File: src/hba_pkg.sv
// Shared types and constants for the histogram bin accumulator.
// Used by the controller, the datapath, the top level and the checker.
`default_nettype none

package hba_pkg;

  // Field widths of one item and one result.
  localparam int OP_W        = 2;
  localparam int BIN_W       = 16;
  localparam int WEIGHT_W    = 16;
  localparam int OUT_COUNT_W = 48;
  localparam int HIGH_W      = 12;

  // Defaults for the top-level parameters.
  localparam int DEF_NUM_BINS   = 4096;
  localparam int DEF_COUNT_BITS = 48;

  // Operation codes. The fourth code behaves as a read.
  localparam logic [OP_W-1:0] OP_ACCUM = 2'd0;
  localparam logic [OP_W-1:0] OP_READ  = 2'd1;
  localparam logic [OP_W-1:0] OP_CLEAR = 2'd2;

  // Commands from the controller to the datapath.
  typedef struct packed {
    logic load;         // latch the item and read its bin
    logic sweep_start;  // zero total and top bin, restart the sweep counter
    logic calc;         // form the saturated bin and total sums
    logic commit;       // write back and load the result registers
    logic sweep;        // zero one bin and advance the sweep counter
    logic emit_zero;    // load an all-zero result
  } cmd_t;

  // Status from the datapath to the controller.
  typedef struct packed {
    logic sweep_last;   // sweep counter sits on the last bin
  } sts_t;

endpackage

`default_nettype wire

File: src/hba_controller.sv
// Controller state machine of the histogram bin accumulator: sequences the
// clearing sweep and the read, add and write-back steps. Uses hba_pkg.
`default_nettype none

module hba_controller (
  input  wire logic                     clk,
  input  wire logic                     rst,
  input  wire logic                     start,
  input  wire logic [hba_pkg::OP_W-1:0] operation,
  input  wire hba_pkg::sts_t            sts,
  output hba_pkg::cmd_t                 cmd,
  output logic                          busy,
  output logic                          done
);
  import hba_pkg::*;

  typedef enum logic [2:0] {
    ST_INIT,
    ST_IDLE,
    ST_READ,
    ST_WRITE,
    ST_CLEAR
  } state_t;

  state_t state;
  logic   accept;

  assign busy   = (state != ST_IDLE);
  assign accept = start && !busy;

  always_comb begin
    cmd             = '0;
    cmd.load        = accept;
    cmd.sweep_start = accept && (operation == OP_CLEAR);
    cmd.calc        = (state == ST_READ);
    cmd.commit      = (state == ST_WRITE);
    cmd.sweep       = (state == ST_INIT) || (state == ST_CLEAR);
    cmd.emit_zero   = (state == ST_CLEAR) && sts.sweep_last;
  end

  always_ff @(posedge clk) begin
    if (rst) begin
      state <= ST_INIT;
      done  <= 1'b0;
    end else begin
      done <= 1'b0;
      case (state)
        ST_INIT: begin
          if (sts.sweep_last) begin
            state <= ST_IDLE;
          end
        end
        ST_IDLE: begin
          if (accept) begin
            state <= (operation == OP_CLEAR) ? ST_CLEAR : ST_READ;
          end
        end
        ST_READ: begin
          state <= ST_WRITE;
        end
        ST_WRITE: begin
          state <= ST_IDLE;
          done  <= 1'b1;
        end
        ST_CLEAR: begin
          if (sts.sweep_last) begin
            state <= ST_IDLE;
            done  <= 1'b1;
          end
        end
        default: begin
          state <= ST_IDLE;
        end
      endcase
    end
  end

endmodule

`default_nettype wire

File: config.mk
export PLATFORM = sky130hd
export DESIGN_NAME = hba_controller
export DESIGN_NICKNAME = d
export VERILOG_FILES = /design/src/hba_pkg.sv /design/src/hba_controller.sv
export SDC_FILE = /design/constraint.sdc
export NUM_CORES = 1
export LEC_CHECK = 0
export ABC_AREA = 1
export BUFFER_PORTS_ARGS = -buffer_cell sky130_fd_sc_hd__buf_4
export CAP_MARGIN = 20
export CORE_AREA = 5 5 42 44
export CTS_BUF_LIST = sky130_fd_sc_hd__clkbuf_2 sky130_fd_sc_hd__clkbuf_4 sky130_fd_sc_hd__clkbuf_8
export DETAILED_ROUTE_END_ITERATION = 16
export DIE_AREA = 0 0 47 49
export PLACE_DENSITY_LB_ADDON = 0.25
export SLEW_MARGIN = 5
export SYNTH_ARGS = -nofsm -noshare
export SYNTH_HDL_FRONTEND = slang
export SYNTH_SLANG_ARGS = --single-unit
File: constraint.sdc
create_clock -name clk -period 2.5 [get_ports clk]
set_input_delay 0.5 -clock clk [delete_from_list [all_inputs] [get_ports clk]]
set_output_delay 0.5 -clock clk [all_outputs]
set_load 0.01 [all_outputs]
==> metrics.txt, run 1 <==
vias after detailed routing=approximately 280; Area growth syn-to-layout=47.1%; area of the die=~2300 µm²; count of pins over their slew limit=0; worst hold margin=around 440 ps; outcome=finished clean; setup violation total in the final timing report=0; hold-critical path depth=2; #FFs+latches synth=4; Final #Nets=between 60 and 70; # H-tree levels=1; chip height=49 µm; leading cell type in the layout, fill and taps excluded=buf_4; initial cell density of the core=approximately 20%; hold buffers post-CTS=0; normalized max-slew margin=approximately 86%; fraction of power spent switching nets=a little under a third; number of buffers created by CTS=3; Syn Nets=46; Min-Delay Startpoint=rst; switching power=just over 70 µW; portion of total power attributed to combinational logic=roughly 33%; total of warnings raised by yosys=0; remaining routing DRC violations=0; I/O pin count=14; Sinks on Clock Net=4; standard cell core area=~1400 µm²; post-synth top area share=28.4%; global-route wire length before repair=1.08 mm; power per cell area=553 nW/µm²; dominant cell type by area after synthesis=dfxtp_1; Routability Congestion=approximately 0.73; largest net degree at the start of global routing=6; number of I/O port buffers=13; leading cell types by total area after synthesis=dfxtp_1, inv_1, nand3_1, nand2_1, nor2_2; proportion of layout cells with a drive suffix above 1=50.9%; post-synth cell types=16; total of cells resized after clock tree synthesis=0; number of vias per cell=around 4; clock tree buffer depth=2; Detailed Place HPWL=between 500 and 600 µm; clock root buffer=clkbuf_4; die extent in x=around 47 µm; share of the clock period used by the worst path=65.0%; area of the mapped netlist=282 µm²; Routed WL=around 620 µm; total overflow reported by the global router=0; critical setup path kind=register to primary output; cells after synthesis=40; post-CTS clock slew at the launch and capture registers of the worst setup and hold paths=around 40 ps; average size of a mapped cell=7.04 µm²; buffer count from post-CTS setup fixing=0; maximum vdd ir drop=roughly 0.00014 V; Sum Neg Setup Slack=0 ps; transition at the pin with the smallest max-transition slack=roughly 200 ps; R2R Path End=state[0]$_SDFFE_PP0P_; Flop pwr share=about a third; post-detailed-route wirelength per cell=around 8.8 µm; total routing usage reported by global routing=6.89%; area of all sequential standard cells=80.1 µm²; worst min-delay path endpoint=state[2]$_SDFFE_PP0P_; clock tree from TritonCTS=yes; Iteration-0 DRC Markers=10; hold violation count in the final report=0; fill cell total of the finished layout=between 150 and 200; clock network power share=around 35%; leakage power=0.000240 µW; Diodes inserted=0; multi-input logic area=135 µm²; origin of the worst setup path=state[0]$_SDFFE_PP0P_; antenna violations before repair=0; reg-to-reg setup timing slack=1590 ps; final total power=roughly 230 µW; final critical-path required period=1620 ps; vias in the first global route=approximately 290; Hold Crit Class=primary input to register; worst endpoint data arrival time=1120 ps; num rows=14; clock tree skew after final layout=about 3.3 ps; kind of start point of the critical path=register; reg-to-reg critical path startpoint=state[0]$_SDFFE_PP0P_; RSZ-0062 raised after global routing=false; post-synthesis sequential area ratio=between 20% and 30%; Worst Setup End Kind=primary output; depth of the most critical reg-to-reg path=5; cell internal power dissipation=~160 µW; Clock Latency Late Sink=roughly 230 ps; commonest non-fill, non-tap cells in the layout=buf_4, inv_1, nand2_1; largest fanout on the critical path=5; Max Clk Rate=616 MHz; Max Cap Violations=0; required time worst endpoint=roughly 2000 ps; Post-DRT Antenna Nets=0; DRT Pass-1 Iters=4
[kinds of logic after synthesis]
family	synth area share, %
buffers and inverters	23.6
flip-flops	28.4
AND/OR/NAND/NOR	43.1
AO/OA/AOI/OAI	4.89
[sequential cells by signal (all words and copies together), names as in the netlist]
name and cells:
state 3, done 1
[area by class of cell]
| class | instances | share of cell area (%) |
|---|---|---|
| clock buffers | 3 | 5.44 |
| inverters | 12 | 14.2 |
| multi-input cells | 23 | 32.6 |
| flip-flops and latches | 4 | 19.3 |
| well taps | 16 | 4.83 |
| repair buffers | 13 | 23.6 |
[layer usage]
metal	global-route usage [%]	vias to the layer above	wire length, µm
met2	8.82	10	282
met5	0	-	0
met3	2.21	0	33
met4	8.29	0	0
met1	7.66	120	308
li1	-	154	-
[cells in the mapped netlist]
master    count
buf_4         1
nand3_2       1
a21oi_1       1
nand2_1       5
nor2_1        3
a21oi_2       1
nor2_4        1
nand3_1       4
nand2_2       2
nor2_2        3
dfxtp_1       4
inv_2         2
nand4_1       1
nand4_2       1
bufinv_8      1
inv_1         9
[metrics by stage]
stage | instances | utilization (%) | area, µm² | setup WS [ps]
floorplan | 40 | - | 282 | 1120
detailed placement | 68 | 27.9 | 392 | 932
finish | 71 | 29.6 | 414 | 876
global route | 71 | 29.6 | 414 | 770
CTS | 71 | 29.6 | 414 | 847
global placement | 68 | 27.9 | 392 | 933
[critical path, stage by stage, from the launching register on]
cell,delay (ps)
dfxtp_1,360
inv_2,70
nor2_4,150
nand4_2,130
inv_1,80
buf_4,110
[power groups by stage]
| stage | Sequential [µW] | Combinational, µW | Clock [µW] |
|---|---|---|---|
| floorplan | 75.3 | 47.5 | 0 |
| global placement | 76.2 | 76.0 | 0 |
| detailed placement | 76.2 | 75.3 | 0 |
| CTS | 75.4 | 75.5 | 82.8 |
| global route | 75.8 | 83.9 | 92.2 |
| finish | 75.4 | 74.3 | 79.1 |
[how the worst max path moves through the flow]
| stage | end | slack (ps) |
|---|---|---|
| floorplan | cmd[5] | 1120 |
| global placement | cmd[4] | 930 |
| detailed placement | cmd[4] | 930 |
| CTS | cmd[5] | 850 |
| global route | cmd[4] | 770 |
| finish | cmd[4] | 880 |
No activity file was read; power rests on OpenSTA's default activity.
==> run 2, diff against run 1 <==
--- a/config.mk
+++ b/config.mk
@@ -5,7 +5,7 @@
 export SDC_FILE = /design/constraint.sdc
 export NUM_CORES = 1
 export LEC_CHECK = 0
-export ABC_AREA = 1
+export ABC_AREA = 0
 export BUFFER_PORTS_ARGS = -buffer_cell sky130_fd_sc_hd__buf_4
 export CAP_MARGIN = 20
 export CORE_AREA = 5 5 42 44
==> constraint.sdc (replaced) <==
create_clock -name clk -period 1.3 [get_ports clk]
set_input_delay 0.26 -clock clk [delete_from_list [all_inputs] [get_ports clk]]
set_output_delay 0.26 -clock clk [all_outputs]
set_load 0.01 [all_outputs]
==> run 2 against run 1 <==
Compared with the run above:
- the flow now finishes with violations (setup timing)
- combinational power up 39%
- synthesized area shrank 20%
- clock skew down 3.0 ps
- wire length up 7.4%
- first-iteration DRC count decreased by 60%
- global-route usage shrank 0.13 points
- worst setup slack lost 940 ps
- critical path depth is 2 lower
- final cell count down 14%
- final area increased by 4.8%
- critical path type unchanged
- largest cell class is now non-clock buffers
- largest power group unchanged
==> metrics.txt, run 2 <==
Sum Neg Setup Slack=-121 ps; global-route wire length before repair=~1.0 mm; setup violation total in the final timing report=6; post-detailed-route wirelength per cell=approximately 11 µm; Top FF cell, synth=dfxtp_1; antenna violations before repair=0; Post-DRT Antenna Nets=0; depth of the most critical reg-to-reg path=5; required time worst endpoint=around 1000 ps; average size of a mapped cell=between 9 and 10 µm²; number of vias per cell=about 4.3; total routing usage reported by global routing=roughly 6.8%; maximum vdd ir drop=0.000384 V; power per cell area=895 nW/µm²; fraction of power spent switching nets=23.9%; count of pins over their slew limit=0; Max Cap Violations=0; reg-to-reg critical path startpoint=state[0]$_SDFFE_PP0P_; clock network power share=roughly two fifths; Diodes inserted=0; cells after synthesis=24; transition at the pin with the smallest max-transition slack=303 ps; largest stage delay on the critical path=~360 ps; switching power=between 90 and 100 µW; asr flop ratio synth=0%; die extent in x=47 µm; clock root buffer=clkbuf_4; Sinks on Clock Net=4; Max Clk Rate=~730 MHz; leading cell types by total area after synthesis=dfxtp_1, inv_1, and4bb_2, nor3b_2, nand4bb_1; cell types with the highest counts after synthesis=dfxtp_1, inv_1, nor3_1; Final #Nets=53; post-CTS clock slew at the launch and capture registers of the worst setup and hold paths=roughly 40 ps; Largest regs=state x3, done x1; clock tree buffer depth=2; area of the mapped netlist=between 200 and 250 µm²; share of the clock period used by the worst path=105%; violations in the final reports=setup timing; dominant cell type by area after synthesis=dfxtp_1; Syn Nets=30; I/O pin count=14; Setup WS post-layout=-63.4 ps; vias after detailed routing=262; largest fanout on the critical path=8; crit path max-delay cell type=dfxtp_4; chip height=around 49 µm; Worst Setup End Kind=primary output; number of buffers created by CTS=3; normalized max-slew margin=between 70 and 80%; kind of start point of the critical path=register; critical setup path kind=register to primary output; clock tree from TritonCTS=yes; DRT Pass-1 Iters=2; proportion of layout cells with a drive suffix above 1=between 60% and 70%; Min-Delay Startpoint=rst; R2R Path End=state[2]$_SDFFE_PP0P_; largest net degree at the start of global routing=9; remaining routing DRC violations=0; Clock Latency Late Sink=roughly 230 ps; area of the die=between 2000 and 2500 µm²; post-synth top area share=a little over a third; hold violation count in the final report=0; fill cell total of the finished layout=approximately 160; number of I/O port buffers=13; clock tree skew after final layout=around 0.32 ps; total of warnings raised by yosys=0; Area growth syn-to-layout=91.7%; CP cell instances=nor3b_4, and4b_1, buf_4; vias in the first global route=252; post-synth cell types=17; post-synthesis sequential area ratio=35.4%; number of flops mapped to enable cells by yosys=0; Detailed Place HPWL=477 µm; num rows=14; total overflow reported by the global router=0; commonest non-fill, non-tap cells in the layout=buf_4, buf_6, inv_1, clkbuf_4; Iteration-0 DRC Markers=4; max FFs per register=3; worst endpoint data arrival time=between 1000 and 1500 ps; worst min-delay path endpoint=done$_SDFF_PP0_; portion of total power attributed to combinational logic=between 20% and 30%; top register by number of flip-flops=state; final critical-path required period=~1400 ps; standard cell core area=1400 µm²; leading cell type in the layout, fill and taps excluded=buf_4; leakage power=0.000213 µW; RSZ-0062 raised after global routing=true; hold buffers post-CTS=0; #FFs+latches synth=4; outcome=complete, but fails checks; Flop pwr share=35.0%; final total power=388 µW; initial cell density of the core=between 10% and 20%; Hold Crit Class=primary input to register; reg-to-reg setup timing slack=70 ps; Routability Congestion=0.714; hold-critical path depth=2; cell internal power dissipation=approximately 300 µW; Routed WL=around 670 µm; # H-tree levels=1
==> run 2: critical path, delay by kind of cell (launching register included) <==
kind	cells	cell delay [ps]
buffers and inverters	1	120
DFF	1	360
and+or+nand+nor	2	390
==> run 2: final cells by class <==
cell class / instances / area [µm²] / share of cell area [%]
Timing Repair Buffer: 19 / 158 / 36.3
Multi-Input combinational cell: 15 / 130 / 30.0
Sequential cell: 4 / 88.8 / 20.5
Clock buffer: 3 / 22.5 / 5.19
Tap cell: 16 / 20.0 / 4.61
Inverter: 4 / 15.0 / 3.46
==> run 2: how the worst max path moves through the flow <==
stage                           from     end  slack, ps
6_report       state[1]$_SDFFE_PP0P_  cmd[4]        -60
5_1_grt        state[2]$_SDFFE_PP0P_  cmd[4]       -130
4_1_cts        state[2]$_SDFFE_PP0P_  cmd[4]        -80
3_5_place_dp   state[1]$_SDFFE_PP0P_  cmd[4]         80
3_3_place_gp   state[1]$_SDFFE_PP0P_  cmd[4]        120
2_1_floorplan  state[0]$_SDFFE_PP0P_  cmd[4]        180
==> run 2: logic make-up after synthesis <==
family | after synthesis | synth area share [%]
buf+inv | 5 | 9.94
flops | 4 | 35.4
simple gates | 12 | 44.2
compound gates | 3 | 10.5
==> run 2: routing by layer <==
metal / GRT usage, % / vias up / wire [µm]
met5: 0 / - / 0
met4: 5.53 / 0 / 19
met3: 4.43 / 2 / 61
met2: 7.47 / 12 / 281
met1: 8.57 / 115 / 308
li1: - / 133 / -
==> run 2: repair_timing <==
item,CTS,global route
pin swaps,3,1
resized for setup,9,2
setup endpoints to repair,5,7
buffers inserted,5,0
==> run 2: power by group through the flow <==
| stage | sequential [µW] | combinational, µW | clock [µW] |
|---|---|---|---|
| floorplan | 139 | 34.9 | 0 |
| global placement | 138 | 79.4 | 0 |
| detailed placement | 137 | 79.1 | 0 |
| CTS | 136 | 102 | 157 |
| global route | 136 | 112 | 170 |
| finish | 136 | 103 | 149 |
==> run 2: through the flow <==
| stage | utilization [%] | hold slack [ps] | instances | instance area (µm²) | setup slack [ps] |
|---|---|---|---|---|---|
| after floorplan | - | 329 | 24 | 226 | 180 |
| after global placement | 24.6 | 468 | 53 | 344 | 118 |
| after detailed placement | 24.6 | 466 | 53 | 344 | 78.7 |
| after CTS | 30.5 | 217 | 61 | 428 | -83.9 |
| after global routing | 31.0 | 228 | 61 | 434 | -134 |
| final | 31.0 | 231 | 61 | 434 | -63.4 |
==> run 3, diff against run 2 <==
--- a/config.mk
+++ b/config.mk
@@ -13,6 +13,7 @@
 export DETAILED_ROUTE_END_ITERATION = 16
 export DIE_AREA = 0 0 47 49
 export PLACE_DENSITY_LB_ADDON = 0.25
+export SETUP_SLACK_MARGIN = 0.15
 export SLEW_MARGIN = 5
 export SYNTH_ARGS = -nofsm -noshare
 export SYNTH_HDL_FRONTEND = slang
==> run 3 against run 2 <==
Compared with the run above:
- the run still ends with setup timing left
- core utilization is 0.80 points higher
- register-to-register slack hardly changed
- sequential power hardly changed
- worst setup slack worse by 3.8 ps
- largest cell class unchanged
- largest power group unchanged
==> metrics.txt, run 3 (synthesis gave the netlist of run 2 again) <==
vias after detailed routing=270; Post-Place Setup Slack=78.7 ps; share of the clock period used by the worst path=105%; normalized max-slew margin=approximately 81%; Sinks on Clock Net=4; Largest regs=state x3, done x1; post-CTS clock slew at the launch and capture registers of the worst setup and hold paths=approximately 40 ps; hold-critical path depth=2; count of pins over their slew limit=0; post-route design area=445 µm²; Final #Nets=53; post-layout instance count excluding filler cells=about 60; reg-to-reg setup timing slack=70 ps; Iteration-0 DRC Markers=4; Setup WS post-layout=-67.2 ps; standard cell core area=1400 µm²; hold buffers post-CTS=0; final total power=a little under 400 µW; leakage power=between 0.0002 and 0.00025 µW; Max Clk Rate=approximately 730 MHz; largest stage delay on the critical path=around 360 ps; placement-stage cell area=~340 µm²; area of the die=2300 µm²; vias in the first global route=approximately 250; critical setup path kind=register to primary output; clock tree buffer depth=2; hold violation count in the final report=0; number of vias per cell=between 4 and 5; leading cell type in the layout, fill and taps excluded=buf_4; violations in the final reports=setup timing; Diodes inserted=0; final critical-path required period=~1400 ps; clock network power share=between 30% and 40%; largest fanout on the critical path=8; clock tree skew after final layout=between 0.5 and 0.6 ps; portion of total power attributed to combinational logic=around 27%; setup violation total in the final timing report=4; CP cell instances=nor3b_4, and4b_1, buf_4; crit path max-delay cell type=dfxtp_4; fraction of power spent switching nets=24.6%; Flop pwr share=34.6%; Post-DRT Antenna Nets=0; top register by number of flip-flops=state; depth of the most critical reg-to-reg path=5; DRT Pass-1 Iters=4; total routing usage reported by global routing=~6.8%; commonest non-fill, non-tap cells in the layout=buf_4, buf_6, inv_1, clkbuf_4; switching power=a little under 100 µW; initial cell density of the core=~16%; global-route wire length before repair=roughly 1.0 mm; proportion of layout cells with a drive suffix above 1=about two thirds; number of buffers created by CTS=3; die extent in x=around 47 µm; max FFs per register=3; clock root buffer=clkbuf_4; reg-to-reg critical path startpoint=state[0]$_SDFFE_PP0P_; Area growth syn-to-layout=96.7%; transition at the pin with the smallest max-transition slack=between 200 and 300 ps; Routability Congestion=0.714; fill cell total of the finished layout=approximately 160; outcome=complete, but fails checks; required time worst endpoint=approximately 1000 ps; Cell Count Post-Placement=53; antenna violations before repair=0; final core area utilization=31.8%; num rows=14; maximum vdd ir drop=about 0.00042 V; number of I/O port buffers=13; post-detailed-route wirelength per cell=around 11 µm; power per cell area=around 880 nW/µm²; largest net degree at the start of global routing=9; total overflow reported by the global router=0; chip height=a little under 50 µm; Worst Setup End Kind=primary output; Hold Crit Class=primary input to register; RSZ-0062 raised after global routing=true; cell internal power dissipation=between 200 and 300 µW; # H-tree levels=1; Clock Latency Late Sink=about 230 ps; Min-Delay Startpoint=rst; Max Cap Violations=0; Routed WL=around 670 µm; Detailed Place HPWL=roughly 480 µm; worst endpoint data arrival time=~1100 ps; remaining routing DRC violations=0; origin of the worst setup path=state[1]$_SDFFE_PP0P_; I/O pin count=14; clock tree from TritonCTS=yes; kind of start point of the critical path=register
## run 3: cell types whose count changed in the layout (fill, tap and decap cells not counted)
cell	change
nor3b_1	-1
nor4b_1	-1
nor3b_2	+1
nor4b_2	+1
## run 3: through the flow
stage	TNS, ps	hold WS [ps]
floorplan	0	329
global placement	0	468
detailed placement	0	466
CTS	-181	224
global route	-443	234
finish	-125	233
## run 3: final timing paths
path | endpoint
worst min register to register | done$_SDFF_PP0_
worst max register to register | state[2]$_SDFFE_PP0P_
worst min-delay path | done$_SDFF_PP0_
worst max-delay path | cmd[4]
## run 3: layout make-up
class | instances | area [µm²] | area share (%)
timing repair buffer | 19 | 158 | 35.4
multi-input combinational | 15 | 141 | 31.7
sequential | 4 | 88.8 | 19.9
inverter | 4 | 15.0 | 3.37
tap | 16 | 20.0 | 4.49
clock buffer | 3 | 22.5 | 5.06
## run 3: metal layers
metal  wire [µm]  global-route usage, %  vias to the layer above
li1            -                      -                      132
met1         280                   8.57                      118
met2         288                   7.47                       18
met3          83                   4.43                        2
met4          19                   5.53                        0
met5           0                      0                        -
## run 3: timing repair
| action | CTS | global route |
|---|---|---|
| resized for setup | 10 | 3 |
| endpoints found under the setup margin | 7 | 10 |
| pin swaps | 3 | 0 |
| buffers inserted | 5 | 0 |
## run 3: power groups by stage
stage                     sequential [µW]  combinational [µW]  clock (µW)
after floorplan                       139                34.9           0
after global placement                138                79.4           0
after detailed placement              137                79.1           0
after CTS                             136                 104         157
after global routing                  137                 115         170
final                                 136                 106         152
## run 3: critical path: cells and delay by family, from the launching register on
kind | cells | cell delay (ps)
buf+inv | 1 | 120
simple gates | 2 | 400
flops | 1 | 360
